### src/hdl/kdar_pkg.sv
// Shared types and constants for the key debounce and auto-repeat block.
// Used by kdar_lane, kdar_merge and key_debounce_auto_repeat. No dependencies.
`timescale 1ns / 1ps

package kdar_pkg;

    localparam int KEY_W     = 4;
    localparam int CFG_IDX_W = 3;
    localparam int CFG_DAT_W = 8;
    localparam int DEB_W     = 4;
    localparam int CNT_W     = 8;

    localparam logic [DEB_W-1:0] DEB_MAX = '1;
    localparam logic [CNT_W-1:0] CNT_MAX = '1;

    localparam logic [CFG_IDX_W-1:0] REG_DEBOUNCE_SAMPLES     = 3'd0;
    localparam logic [CFG_IDX_W-1:0] REG_HOLD_START_TICKS     = 3'd1;
    localparam logic [CFG_IDX_W-1:0] REG_REPEAT_INITIAL_TICKS = 3'd2;
    localparam logic [CFG_IDX_W-1:0] REG_REPEAT_STEP_TICKS    = 3'd3;
    localparam logic [CFG_IDX_W-1:0] REG_REPEAT_FLOOR_TICKS   = 3'd4;

    localparam logic [DEB_W-1:0] RST_DEBOUNCE_SAMPLES     = 4'd2;
    localparam logic [CNT_W-1:0] RST_HOLD_START_TICKS     = 8'd20;
    localparam logic [CNT_W-1:0] RST_REPEAT_INITIAL_TICKS = 8'd25;
    localparam logic [CNT_W-1:0] RST_REPEAT_STEP_TICKS    = 8'd5;
    localparam logic [CNT_W-1:0] RST_REPEAT_FLOOR_TICKS   = 8'd1;

    typedef struct packed {
        logic [DEB_W-1:0] debounce_samples;
        logic [CNT_W-1:0] hold_start_ticks;
        logic [CNT_W-1:0] repeat_initial_ticks;
        logic [CNT_W-1:0] repeat_step_ticks;
        logic [CNT_W-1:0] repeat_floor_ticks;
    } kdar_cfg_t;

endpackage

### src/hdl/kdar_lane.sv
// One key lane: debounce filter, hold counter and accelerating repeat timer.
// Depends on kdar_pkg for the configuration struct and counter widths.
`timescale 1ns / 1ps

module kdar_lane
    import kdar_pkg::*;
(
    input  logic      clk,
    input  logic      rst_n,
    input  logic      advance,
    input  logic      sample,
    input  logic      enabled,
    input  kdar_cfg_t cfg,
    output logic      key_event
);

    logic             conf_reg,   conf_next;
    logic [DEB_W-1:0] deb_reg,    deb_next;
    logic [CNT_W-1:0] hold_reg,   hold_next;
    logic [CNT_W-1:0] given_reg,  given_next;
    logic [CNT_W-1:0] cd_reg,     cd_next;
    logic             active_reg, active_next;

    logic [2*CNT_W-1:0] cut;
    logic [CNT_W-1:0]   interval;
    logic [DEB_W-1:0]   deb_inc;
    logic [CNT_W-1:0]   hold_inc;

    assign cut      = (2*CNT_W)'(given_reg) * (2*CNT_W)'(cfg.repeat_step_ticks);
    assign interval = ((2*CNT_W)'(cfg.repeat_initial_ticks) > cut)
                    ? (cfg.repeat_initial_ticks - cut[CNT_W-1:0])
                    : cfg.repeat_floor_ticks;
    assign deb_inc  = (deb_reg == DEB_MAX) ? deb_reg : deb_reg + 1'b1;
    assign hold_inc = (hold_reg == CNT_MAX) ? hold_reg : hold_reg + 1'b1;

    always_comb
    begin
        conf_next   = conf_reg;
        deb_next    = deb_reg;
        hold_next   = hold_reg;
        given_next  = given_reg;
        cd_next     = cd_reg;
        active_next = active_reg;
        key_event   = 1'b0;
        if (sample != conf_reg)
        begin
            if (deb_inc >= cfg.debounce_samples)
            begin
                deb_next  = '0;
                conf_next = sample;
                if (sample)
                begin
                    key_event   = !active_reg;
                    active_next = 1'b0;
                end
            end
            else
            begin
                deb_next = deb_inc;
            end
        end
        else
        begin
            deb_next = '0;
            if (enabled && !conf_reg)
            begin
                hold_next = hold_inc;
                if (hold_inc >= cfg.hold_start_ticks)
                begin
                    active_next = 1'b1;
                    if (cd_reg == '0)
                    begin
                        key_event  = 1'b1;
                        cd_next    = interval;
                        given_next = (given_reg == CNT_MAX) ? given_reg : given_reg + 1'b1;
                    end
                    else
                    begin
                        cd_next = cd_reg - 1'b1;
                    end
                end
            end
            else
            begin
                hold_next  = '0;
                given_next = '0;
                cd_next    = '0;
            end
        end
    end

    always_ff @(posedge clk or negedge rst_n)
    begin
        if (!rst_n)
        begin
            conf_reg   <= 1'b1;
            deb_reg    <= '0;
            hold_reg   <= '0;
            given_reg  <= '0;
            cd_reg     <= '0;
            active_reg <= 1'b0;
        end
        else if (advance)
        begin
            conf_reg   <= conf_next;
            deb_reg    <= deb_next;
            hold_reg   <= hold_next;
            given_reg  <= given_next;
            cd_reg     <= cd_next;
            active_reg <= active_next;
        end
    end

endmodule

### src/hdl/kdar_merge.sv
// Merge stage: gathers lane event bits into one result, with output register and skid.
// Depends on kdar_pkg for the key field width.
`timescale 1ns / 1ps

module kdar_merge
    import kdar_pkg::*;
(
    input  logic             clk,
    input  logic             rst_n,
    input  logic             push,
    input  logic [KEY_W-1:0] lane_events,
    output logic             full,
    output logic             event_valid,
    input  logic             event_stall,
    output logic [KEY_W-1:0] key_events
);

    logic             out_valid_reg,  out_valid_next;
    logic [KEY_W-1:0] out_data_reg,   out_data_next;
    logic             skid_valid_reg, skid_valid_next;
    logic [KEY_W-1:0] skid_data_reg,  skid_data_next;
    logic             take;

    assign take = out_valid_reg && !event_stall;

    always_comb
    begin
        out_valid_next  = out_valid_reg;
        out_data_next   = out_data_reg;
        skid_valid_next = skid_valid_reg;
        skid_data_next  = skid_data_reg;
        if (take)
        begin
            if (skid_valid_reg)
            begin
                out_data_next   = skid_data_reg;
                skid_valid_next = 1'b0;
            end
            else
            begin
                out_valid_next = 1'b0;
            end
        end
        if (push)
        begin
            if (!out_valid_next)
            begin
                out_valid_next = 1'b1;
                out_data_next  = lane_events;
            end
            else
            begin
                skid_valid_next = 1'b1;
                skid_data_next  = lane_events;
            end
        end
    end

    always_ff @(posedge clk or negedge rst_n)
    begin
        if (!rst_n)
        begin
            out_valid_reg  <= 1'b0;
            skid_valid_reg <= 1'b0;
        end
        else
        begin
            out_valid_reg  <= out_valid_next;
            skid_valid_reg <= skid_valid_next;
        end
    end

    always_ff @(posedge clk)
    begin
        out_data_reg  <= out_data_next;
        skid_data_reg <= skid_data_next;
    end

    assign full        = skid_valid_reg;
    assign event_valid = out_valid_reg;
    assign key_events  = out_data_reg;

endmodule

### src/hdl/key_debounce_auto_repeat.sv
// Top level of the key debounce and auto-repeat block: config registers, lanes, merge.
// Depends on kdar_pkg, kdar_lane and kdar_merge.
//
//   channel  | signals                                   | direction
//   ---------+-------------------------------------------+----------
//   tick     | tick_valid, tick_stall, key_levels,       | in
//            | repeat_enable                             |
//   event    | event_valid, event_stall, key_events      | out
//   config   | cfg_valid, cfg_ready, cfg_index, cfg_data | in
//
// One tick transfer per cycle unless stalled; the result enters the output or skid register.
// All key lanes update in parallel in the transfer cycle; the merge stage registers the bits.
// Reset clears every lane to released and idle and loads the default register values.
// tick_stall rises only when both the output register and the skid entry hold results.
// cfg_ready is always high.
`timescale 1ns / 1ps

module key_debounce_auto_repeat
    import kdar_pkg::*;
#(
    parameter int NUM_KEYS = 4
)
(
    input  logic                 clk,
    input  logic                 rst_n,
    input  logic                 tick_valid,
    output logic                 tick_stall,
    input  logic [KEY_W-1:0]     key_levels,
    input  logic [KEY_W-1:0]     repeat_enable,
    output logic                 event_valid,
    input  logic                 event_stall,
    output logic [KEY_W-1:0]     key_events,
    input  logic                 cfg_valid,
    output logic                 cfg_ready,
    input  logic [CFG_IDX_W-1:0] cfg_index,
    input  logic [CFG_DAT_W-1:0] cfg_data
);

    kdar_cfg_t        cfg_reg;
    logic             advance;
    logic             merge_full;
    logic [KEY_W-1:0] lane_events;

    assign cfg_ready  = 1'b1;
    assign advance    = tick_valid && !merge_full;
    assign tick_stall = merge_full;

    always_ff @(posedge clk or negedge rst_n)
    begin
        if (!rst_n)
        begin
            cfg_reg.debounce_samples     <= RST_DEBOUNCE_SAMPLES;
            cfg_reg.hold_start_ticks     <= RST_HOLD_START_TICKS;
            cfg_reg.repeat_initial_ticks <= RST_REPEAT_INITIAL_TICKS;
            cfg_reg.repeat_step_ticks    <= RST_REPEAT_STEP_TICKS;
            cfg_reg.repeat_floor_ticks   <= RST_REPEAT_FLOOR_TICKS;
        end
        else if (cfg_valid && cfg_ready)
        begin
            case (cfg_index)
                REG_DEBOUNCE_SAMPLES:     cfg_reg.debounce_samples <= cfg_data[DEB_W-1:0];
                REG_HOLD_START_TICKS:     cfg_reg.hold_start_ticks <= cfg_data;
                REG_REPEAT_INITIAL_TICKS: cfg_reg.repeat_initial_ticks <= cfg_data;
                REG_REPEAT_STEP_TICKS:    cfg_reg.repeat_step_ticks <= cfg_data;
                REG_REPEAT_FLOOR_TICKS:   cfg_reg.repeat_floor_ticks <= cfg_data;
                default:                  ;
            endcase
        end
    end

    for (genvar k = 0; k < KEY_W; k++)
    begin : g_lane
        if (k < NUM_KEYS)
        begin : g_on
            kdar_lane u_lane (
                .clk       (clk),
                .rst_n     (rst_n),
                .advance   (advance),
                .sample    (key_levels[k]),
                .enabled   (repeat_enable[k]),
                .cfg       (cfg_reg),
                .key_event (lane_events[k])
            );
        end
        else
        begin : g_off
            assign lane_events[k] = 1'b0;
        end
    end

    kdar_merge u_merge (
        .clk         (clk),
        .rst_n       (rst_n),
        .push        (advance),
        .lane_events (lane_events),
        .full        (merge_full),
        .event_valid (event_valid),
        .event_stall (event_stall),
        .key_events  (key_events)
    );

`ifndef ASSERT_OFF
    a_stall_needs_result: assert property (@(posedge clk) disable iff (!rst_n)
        tick_stall |-> event_valid)
        else $error("tick channel stalled with no result pending");

    a_transfer_gives_result: assert property (@(posedge clk) disable iff (!rst_n)
        (tick_valid && !tick_stall) |=> event_valid)
        else $error("tick transfer produced no result");

    a_no_stall_when_drained: assert property (@(posedge clk) disable iff (!rst_n)
        (!event_valid) |=> !tick_stall)
        else $error("tick channel stalled after output drained");
`endif

endmodule
### config.mk
export PLATFORM = sky130hd
export DESIGN_NAME = key_debounce_auto_repeat
export DESIGN_NICKNAME = d
export VERILOG_FILES = /design/src/hdl/kdar_pkg.sv /design/src/hdl/kdar_lane.sv /design/src/hdl/kdar_merge.sv /design/src/hdl/key_debounce_auto_repeat.sv
export SDC_FILE = /design/constraint.sdc
export NUM_CORES = 1
export LEC_CHECK = 0
export BUFFER_PORTS_ARGS = -buffer_cell sky130_fd_sc_hd__buf_2
export CAP_MARGIN = 20
export CORE_AREA = 2 2 214 216
export DETAILED_ROUTE_END_ITERATION = 8
export DIE_AREA = 0 0 216 218
export SLEW_MARGIN = 25
export SYNTH_ARGS = -nofsm -noshare
export SYNTH_HDL_FRONTEND = slang
export SYNTH_SLANG_ARGS = --single-unit
### constraint.sdc
create_clock -name clk -period 5.25 [get_ports clk]
set_input_delay 0.525 -clock clk [delete_from_list [all_inputs] [get_ports clk]]
set_output_delay 0.525 -clock clk [all_outputs]
set_load 0.02 [all_outputs]
======== Word-level counts from Yosys, hierarchy flattened ========
Index checks and enable logic that the tools add are counted.
cells by class
  $add $sub $neg .......................... 20
  multipliers ............................. 4
  order comparisons ....................... 12
  equality and inequality tests ........... 40
  muxes and demuxes ....................... 106
  bitwise gates (word level) .............. 4
  reduce and logical (&&, ||, !) cells .... 55
operators by type and width
  operator             number
  $mux 8               40
  $add 8x1->8 const B  8
  $eq 8x8->1 const B   8
  $gt 8x16->1          4
  $mul 8x8->16         4
  $mux 4               16
  $mux 1               50
  $ne 2x2->1 const B   20
  $reduce_and 5->1     8
  $ge 8x8->1           4
  $logic_not 8->1      4
  $sub 8x1->8 const B  4
  $sub 8x8->8          4
  $reduce_and 3->1     8
  $reduce_and 2->1     10
  $add 4x1->4 const B  4
  $eq 4x4->1 const B   4
  $ge 4x4->1           4
  $reduce_bool 2->1    8
  $logic_not 1->1      10
  $eq 3x2->1 const B   2
  $logic_and 1x1->1    6
  $ne 1x1->1           4
  $not 1->1            4
  3 further kinds      3
word-level totals
  bits in registers ....................... 166
  output and inout port bits .............. 7

======== Depth between registers and ports, before layout ========
  depth in word-level cells ............... 8
  mapped depth ............................ 23
  gate-level depth less buffers ........... 22

======== Modules after synthesis ========
Synthesis repeated with hierarchy kept, for this count alone.
unflattened totals
  cells, all modules ...................... 2326
  area total of the unflattened synthesis .. 20668.6 sq um
modules (own cells, without submodules)
  module                                 instances  cells an instance  area each (sq um)
  kdar_lane (g_lane[0].g_on.u_lane ...)  2          550                4654.5
  kdar_lane (g_lane[3].g_on.u_lane)      1          550                4703.3
  kdar_lane (g_lane[2].g_on.u_lane)      1          555                4687.0
  key_debounce_auto_repeat               1          83                 1535.2
  kdar_merge                             1          38                 434.2

======== Worst setup path before layout ========
Ideal clock, no wire load.
  path type ............................... reg2reg
  from .................................... reg cfg_reg[10] (netlist name)
  to ...................................... reg g_lane[2].g_on.u_lane.cd_reg[2]
  setup time .............................. 0.134 ns
  arrival time ............................ 5.422 ns
  path slack .............................. -0.306 ns
  stages on the path, launching flop included .. 22
  cells stage by stage .................... dfstp_2 > clkbuf_1 > nand2_1 > fa_1 > fa_1 > inv_1 > fa_1 > inv_1 > fa_1 > inv_1 > ha_1 > xor2_1 > ha_1 > o21a_1 > o22ai_1 > a2111oi_0 > nand4_1 > nor3_2 > nand4_4 > mux2_2 > o2111ai_1 > o211ai_1
between the ends
  word-level cells in the longest chain between the ends .. 6
  elaborated cells on any way between the ends .. 7
  those cells by class .................... add/sub (1); mul (1); order compare (1); mux (4)
RTL lines
  item                                        line                              source
  from (decl)                                 key_debounce_auto_repeat.sv:39    kdar_cfg_t cfg_reg;
  $mul 8x8->16 (*)                            kdar_lane.sv:29                   assign cut = (2*CNT_W)'(given_reg) * (2*CNT_W)'(cfg.repeat_step_ticks);
  $gt 8x16->1 or $sub 8x8->8 (tied branches)  kdar_lane.sv:30, kdar_lane.sv:31
  $mux 8 (*)                                  kdar_lane.sv:31                   ? (cfg.repeat_initial_ticks - cut[CNT_W-1:0])
  $mux 8 (*)                                  kdar_lane.sv:71                   if (cd_reg == '0)
  $mux 8 (*)                                  kdar_lane.sv:68                   if (hold_inc >= cfg.hold_start_ticks)
  $mux 8 (*)                                  kdar_lane.sv:65                   if (enabled && !conf_reg)
  to (signal assigned)                        kdar_lane.sv:109                  cd_reg <= cd_next;
  to (decl)                                   kdar_lane.sv:21                   logic [CNT_W-1:0] cd_reg, cd_next;
Mark *: on every way between the ends. The rest lies on a longest branch, timed or not. The select of a mux whose other input is x is not followed.
A chain may end at the register's enable or synchronous reset.

======== Final worst setup path ========
Same ends and word-level chain as after synthesis.

==> impl_metrics.prom <==
# TYPE chip_impl_metric gauge
chip_impl_metric{name="grt_antenna_before_repair",unit=""} 1
chip_impl_metric{name="initial_core_util",unit="%"} 44.43
chip_impl_metric{name="netlist_instances",unit=""} 2268
chip_impl_metric{name="finalCriticalPeriod",unit="ps"} 5521
chip_impl_metric{name="dp_hpwl",unit="um"} 41670
chip_impl_metric{name="worst_ir_drop_vdd",unit="uV"} 242.7
chip_impl_metric{name="numCtsBuffers",unit=""} 17
chip_impl_metric{name="h-tree-depth",unit=""} 4
chip_impl_metric{name="grt_first_pass_wirelength",unit="um"} 87440
chip_impl_metric{name="fillerInstances",unit=""} 4132
chip_impl_metric{name="clock-skew-final",unit="ps"} 11.53
chip_impl_metric{name="fraction_of_synthesized_area_in_multiplexers",unit="%"} 3.644
chip_impl_metric{name="yosysUniqueCellTypes",unit=""} 88
chip_impl_metric{name="synth_compound_gate_area_share",unit="%"} 14.91
chip_impl_info{name="synthTopCellsByArea",value="sky130_fd_sc_hd__dfrtp_1 (18%), sky130_fd_sc_hd__ha_1 (15%), sky130_fd_sc_hd__fa_1 (15%)"} 1
chip_impl_info{name="final_cell_mix",value="sky130_fd_sc_hd__inv_1 (240), sky130_fd_sc_hd__ha_1 (220), sky130_fd_sc_hd__buf_4 (197)"} 1
chip_impl_metric{name="drt_first_pass_iters",unit=""} 5
chip_impl_metric{name="timing.final.setup_violations",unit=""} 29
chip_impl_metric{name="drt_first_iter_violations",unit=""} 1059
chip_impl_metric{name="xor_xnor_cell_area_share_of_the_yosys_netlist",unit="%"} 4.033
chip_impl_metric{name="global_route.usage.met2",unit="%"} 41.17
chip_impl_info{name="violations",value="setup timing"} 1
chip_impl_metric{name="power_density",unit="nW/um^2"} 382.2
chip_impl_metric{name="setup_tns",unit="ps"} -2905
chip_impl_metric{name="placementRows",unit=""} 78
chip_impl_metric{name="numClockSinks",unit=""} 166
chip_impl_metric{name="cts_max_path_buffers",unit=""} 2
chip_impl_metric{name="synth-edff-count",unit=""} 4
chip_impl_metric{name="cap_violations",unit=""} 0
chip_impl_metric{name="pin_count_of_the_biggest_net_entering_global_routing",unit=""} 71
chip_impl_info{name="synth_largest_area_cell",value="sky130_fd_sc_hd__dfrtp_1"} 1
chip_impl_metric{name="synth_area_per_cell",unit="um^2"} 8.795
chip_impl_info{name="cp-start-kind",value="flop"} 1
chip_impl_metric{name="report.final.hold_viol_count",unit=""} 0
chip_impl_metric{name="postSynth.asyncResetShare",unit="%"} 95.18
chip_impl_info{name="critPathKind",value="flop to flop"} 1
chip_impl_info{name="clk_root_buffer_cell",value="sky130_fd_sc_hd__clkbuf_16"} 1
chip_impl_metric{name="design.portCount",unit=""} 31
chip_impl_info{name="run_status",value="finished, violations left"} 1
chip_impl_metric{name="largest_register_ffs",unit=""} 36
chip_impl_info{name="cts_tree",value="built"} 1
chip_impl_metric{name="floorplan.die.width",unit="um"} 216
chip_impl_metric{name="synth_adder_area_share",unit="%"} 29.97
chip_impl_info{name="grt_most_used_layer",value="met2"} 1
chip_impl_metric{name="finalCritPeriodShare",unit="%"} 105.2
chip_impl_metric{name="max-slew-margin-rel",unit="%"} 33.53
chip_impl_metric{name="netlist.area_leader.share",unit="%"} 18.19
chip_impl_metric{name="n_antenna_cell",unit=""} 0
chip_impl_metric{name="power",unit="mW"} 9.077
chip_impl_info{name="crit_slowest_cell",value="sky130_fd_sc_hd__dfstp_2"} 1
chip_impl_metric{name="grt_util_met1",unit="%"} 29.15
chip_impl_info{name="synthFlopType",value="sky130_fd_sc_hd__dfrtp_1"} 1
chip_impl_metric{name="layout-drive-gt1-share",unit="%"} 20.21
chip_impl_metric{name="yosys_warnings",unit=""} 0
chip_impl_metric{name="synthesized_area",unit="um^2"} 19950
chip_impl_info{name="hp-class",value="input port to async pin"} 1
chip_impl_info{name="critical_path_endpoint_category",value="flop"} 1
chip_impl_metric{name="routed_via_density",unit=""} 5.456
chip_impl_metric{name="arrival_worst_endpoint",unit="ps"} 5840
chip_impl_metric{name="synth_sequential_area_ratio",unit="%"} 20.91
chip_impl_metric{name="final-max-slew-violation-count",unit=""} 0
chip_impl_metric{name="ant_nets",unit=""} 0
chip_impl_info{name="layout_commonest_cell",value="sky130_fd_sc_hd__inv_1"} 1
chip_impl_metric{name="synth_simple_gate_area_share",unit="%"} 20.15
chip_impl_metric{name="synth_nets",unit=""} 2681
chip_impl_metric{name="route.detailed.drc",unit=""} 0
chip_impl_metric{name="postSynthRegisterBits",unit=""} 166
chip_impl_info{name="path_cells",value="buf_6 -> and2_1 -> ha_2 -> fa_1 -> ha_1 -> inv_1 -> fa_1 -> inv_2 -> fa_2 -> a21o_1 -> a21oi_4 -> xor2_2 -> ha_1 -> nand4_1 -> nor2_4 -> a2111oi_4 -> nand4_1 -> nor3_2 -> nand4_4 -> mux2_4 -> o2111ai_2 -> o211ai_1"} 1
chip_impl_metric{name="finalNetCount",unit=""} 2874
chip_impl_metric{name="first_global_vias",unit=""} 17350
chip_impl_metric{name="pre_cts_ws",unit="ps"} -466.6
chip_impl_metric{name="leak_pwr",unit="nW"} 11.75
chip_impl_metric{name="layout_setup_ws",unit="ps"} -270.8
chip_impl_metric{name="chipHeight",unit="um"} 218
chip_impl_metric{name="worst_setup_hold_path_clk_slew",unit="ps"} 70
chip_impl_metric{name="fp.coreArea",unit="um^2"} 44890
chip_impl_metric{name="cp_data_required_time",unit="ps"} 5570
chip_impl_metric{name="tightestPinTransition",unit="ps"} 989.4
chip_impl_info{name="setup_repair_after_global_routing_missed_its_margin",value="yes"} 1
chip_impl_metric{name="timing.fmax",unit="MHz"} 181.1
chip_impl_metric{name="grt_util_all_layers",unit="%"} 22.98
chip_impl_metric{name="io_buffers",unit=""} 29
chip_impl_metric{name="area.growth.synth_to_final",unit="%"} 19.07
chip_impl_metric{name="critical_path_peak_fanout",unit=""} 7
chip_impl_metric{name="critical_path.max_stage_delay",unit="ps"} 570
chip_impl_metric{name="num_vias",unit=""} 16770
chip_impl_metric{name="globalRoute.totalOverflow",unit=""} 0
chip_impl_metric{name="wire_per_inst",unit="um"} 17.26
chip_impl_metric{name="die-area",unit="um^2"} 47090
chip_impl_metric{name="core_occupancy_in_the_finished_layout",unit="%"} 52.90
chip_impl_info{name="dominant_combinational_cell_family_by_area_after_synthesis",value="adder cells"} 1
chip_impl_metric{name="total_routed_wirelength",unit="um"} 53050
chip_impl_metric{name="insertion_delay",unit="ps"} 450
chip_impl_metric{name="cts_hold_buf",unit=""} 0
chip_impl_metric{name="gpl.final_weighted_congestion",unit=""} 0.8653
chip_impl_metric{name="grt_util_met3",unit="%"} 2.552
report_power, final:
part / leakage [nW] / total, mW / switching, mW / internal, mW
registers: 2.13 / 1.88 / 0.343 / 1.54
logic: 9.31 / 5.84 / 3.13 / 2.71
clock network: 0.305 / 1.36 / 0.588 / 0.771
kinds of logic (layout without fill, tap and decap cells):
logic type / count (synthesis) / count (layout)
adders and majority gates: 389 / 389
AOI/OAI and AO/OA: 443 / 443
buffers and inverters: 336 / 540
muxes: 67 / 67
xor gates and xnor gates: 91 / 91
and+or+nand+nor: 775 / 777
DFF: 166 / 166
other: 1 / 1
per-layer routing:
metal | vias to the layer above | share of wire (%)
met5 | - | 0
met4 | 0 | 2.7
met3 | 88 | 3.4
met2 | 312 | 50
met1 | 8245 | 44
li1 | 8127 | -
path summary, 6_finish.rpt:
| path | from | to | slack, ps | depth (start not counted) |
|---|---|---|---|---|
| worst min-delay path | rst_n | g_lane[1].g_on.u_lane.hold_reg[0] | 80 | 1 |
| min in group clk | key_levels[1] | g_lane[1].g_on.u_lane.active_reg | 340 | 2 |
| worst min register to register | g_lane[0].g_on.u_lane.active_reg | g_lane[0].g_on.u_lane.active_reg | 520 | 2 |
| worst max-delay path | cfg_reg[10] | g_lane[2].g_on.u_lane.cd_reg[2] | -270 | 22 |
| max in group asynchronous | rst_n | cfg_reg[15] | 3940 | 2 |
| worst max register to register | cfg_reg[10] | g_lane[2].g_on.u_lane.cd_reg[2] | -270 | 22 |
cell type report:
class | instances | area (um^2) | share of cell area [%]
Timing Repair Buffer | 248 | 1972 | 8.303
Clock inverter | 13 | 168.9 | 0.7112
Sequential cell | 166 | 4179 | 17.60
Clock buffer | 19 | 442.9 | 1.865
Multi-Input combinational cell | 1768 | 15260 | 64.25
Tap cell | 600 | 750.7 | 3.161
Inverter | 260 | 978.4 | 4.120
Yosys cell counts, drive strengths merged (14+ instances only):
library cell,instances
a21o,41
a21oi,98
a22o,14
a32o,25
and2,192
clkbuf,69
dfrtp,145
fa,148
ha,241
inv,260
mux2,39
mux2i,28
nand2,198
nand2b,31
nand3,56
nand4,25
nor2,142
nor2b,23
nor3,50
o21a,21
o21ai,124
o22ai,14
or3,16
xnor2,57
xor2,34
per-stage QoR:
step | hold slack (ps) | std cells | area, um^2
finish | 80.26 | 3074 | 23750
CTS | 114.1 | 3061 | 23300
floorplan | 229.4 | 2268 | 20030
global placement | 499.4 | 3004 | 22030
detailed placement | 509.9 | 3004 | 22040
global route | 145.3 | 3074 | 23750
worst max-delay path, delay by kind of cell, from the launching register on:
family,cells,cell delay [ps]
xor gates and xnor gates,1,160
AOI/OAI and AO/OA,5,1020
and+or+nand+nor,6,950
adders and majority gates,6,2060
buffers and inverters,3,240
DFF,1,570
muxes,1,380
repair_timing:
| item | 4_1_cts | 5_1_grt |
|---|---|---|
| setup buffers | 20 | 13 |
| gates cloned | 5 | 0 |
| endpoints found under the setup margin | 32 | 32 |
| gates resized for setup | 92 | 80 |
| pin swaps | 71 | 52 |
Note: power is estimated with default switching activity, not from simulation.
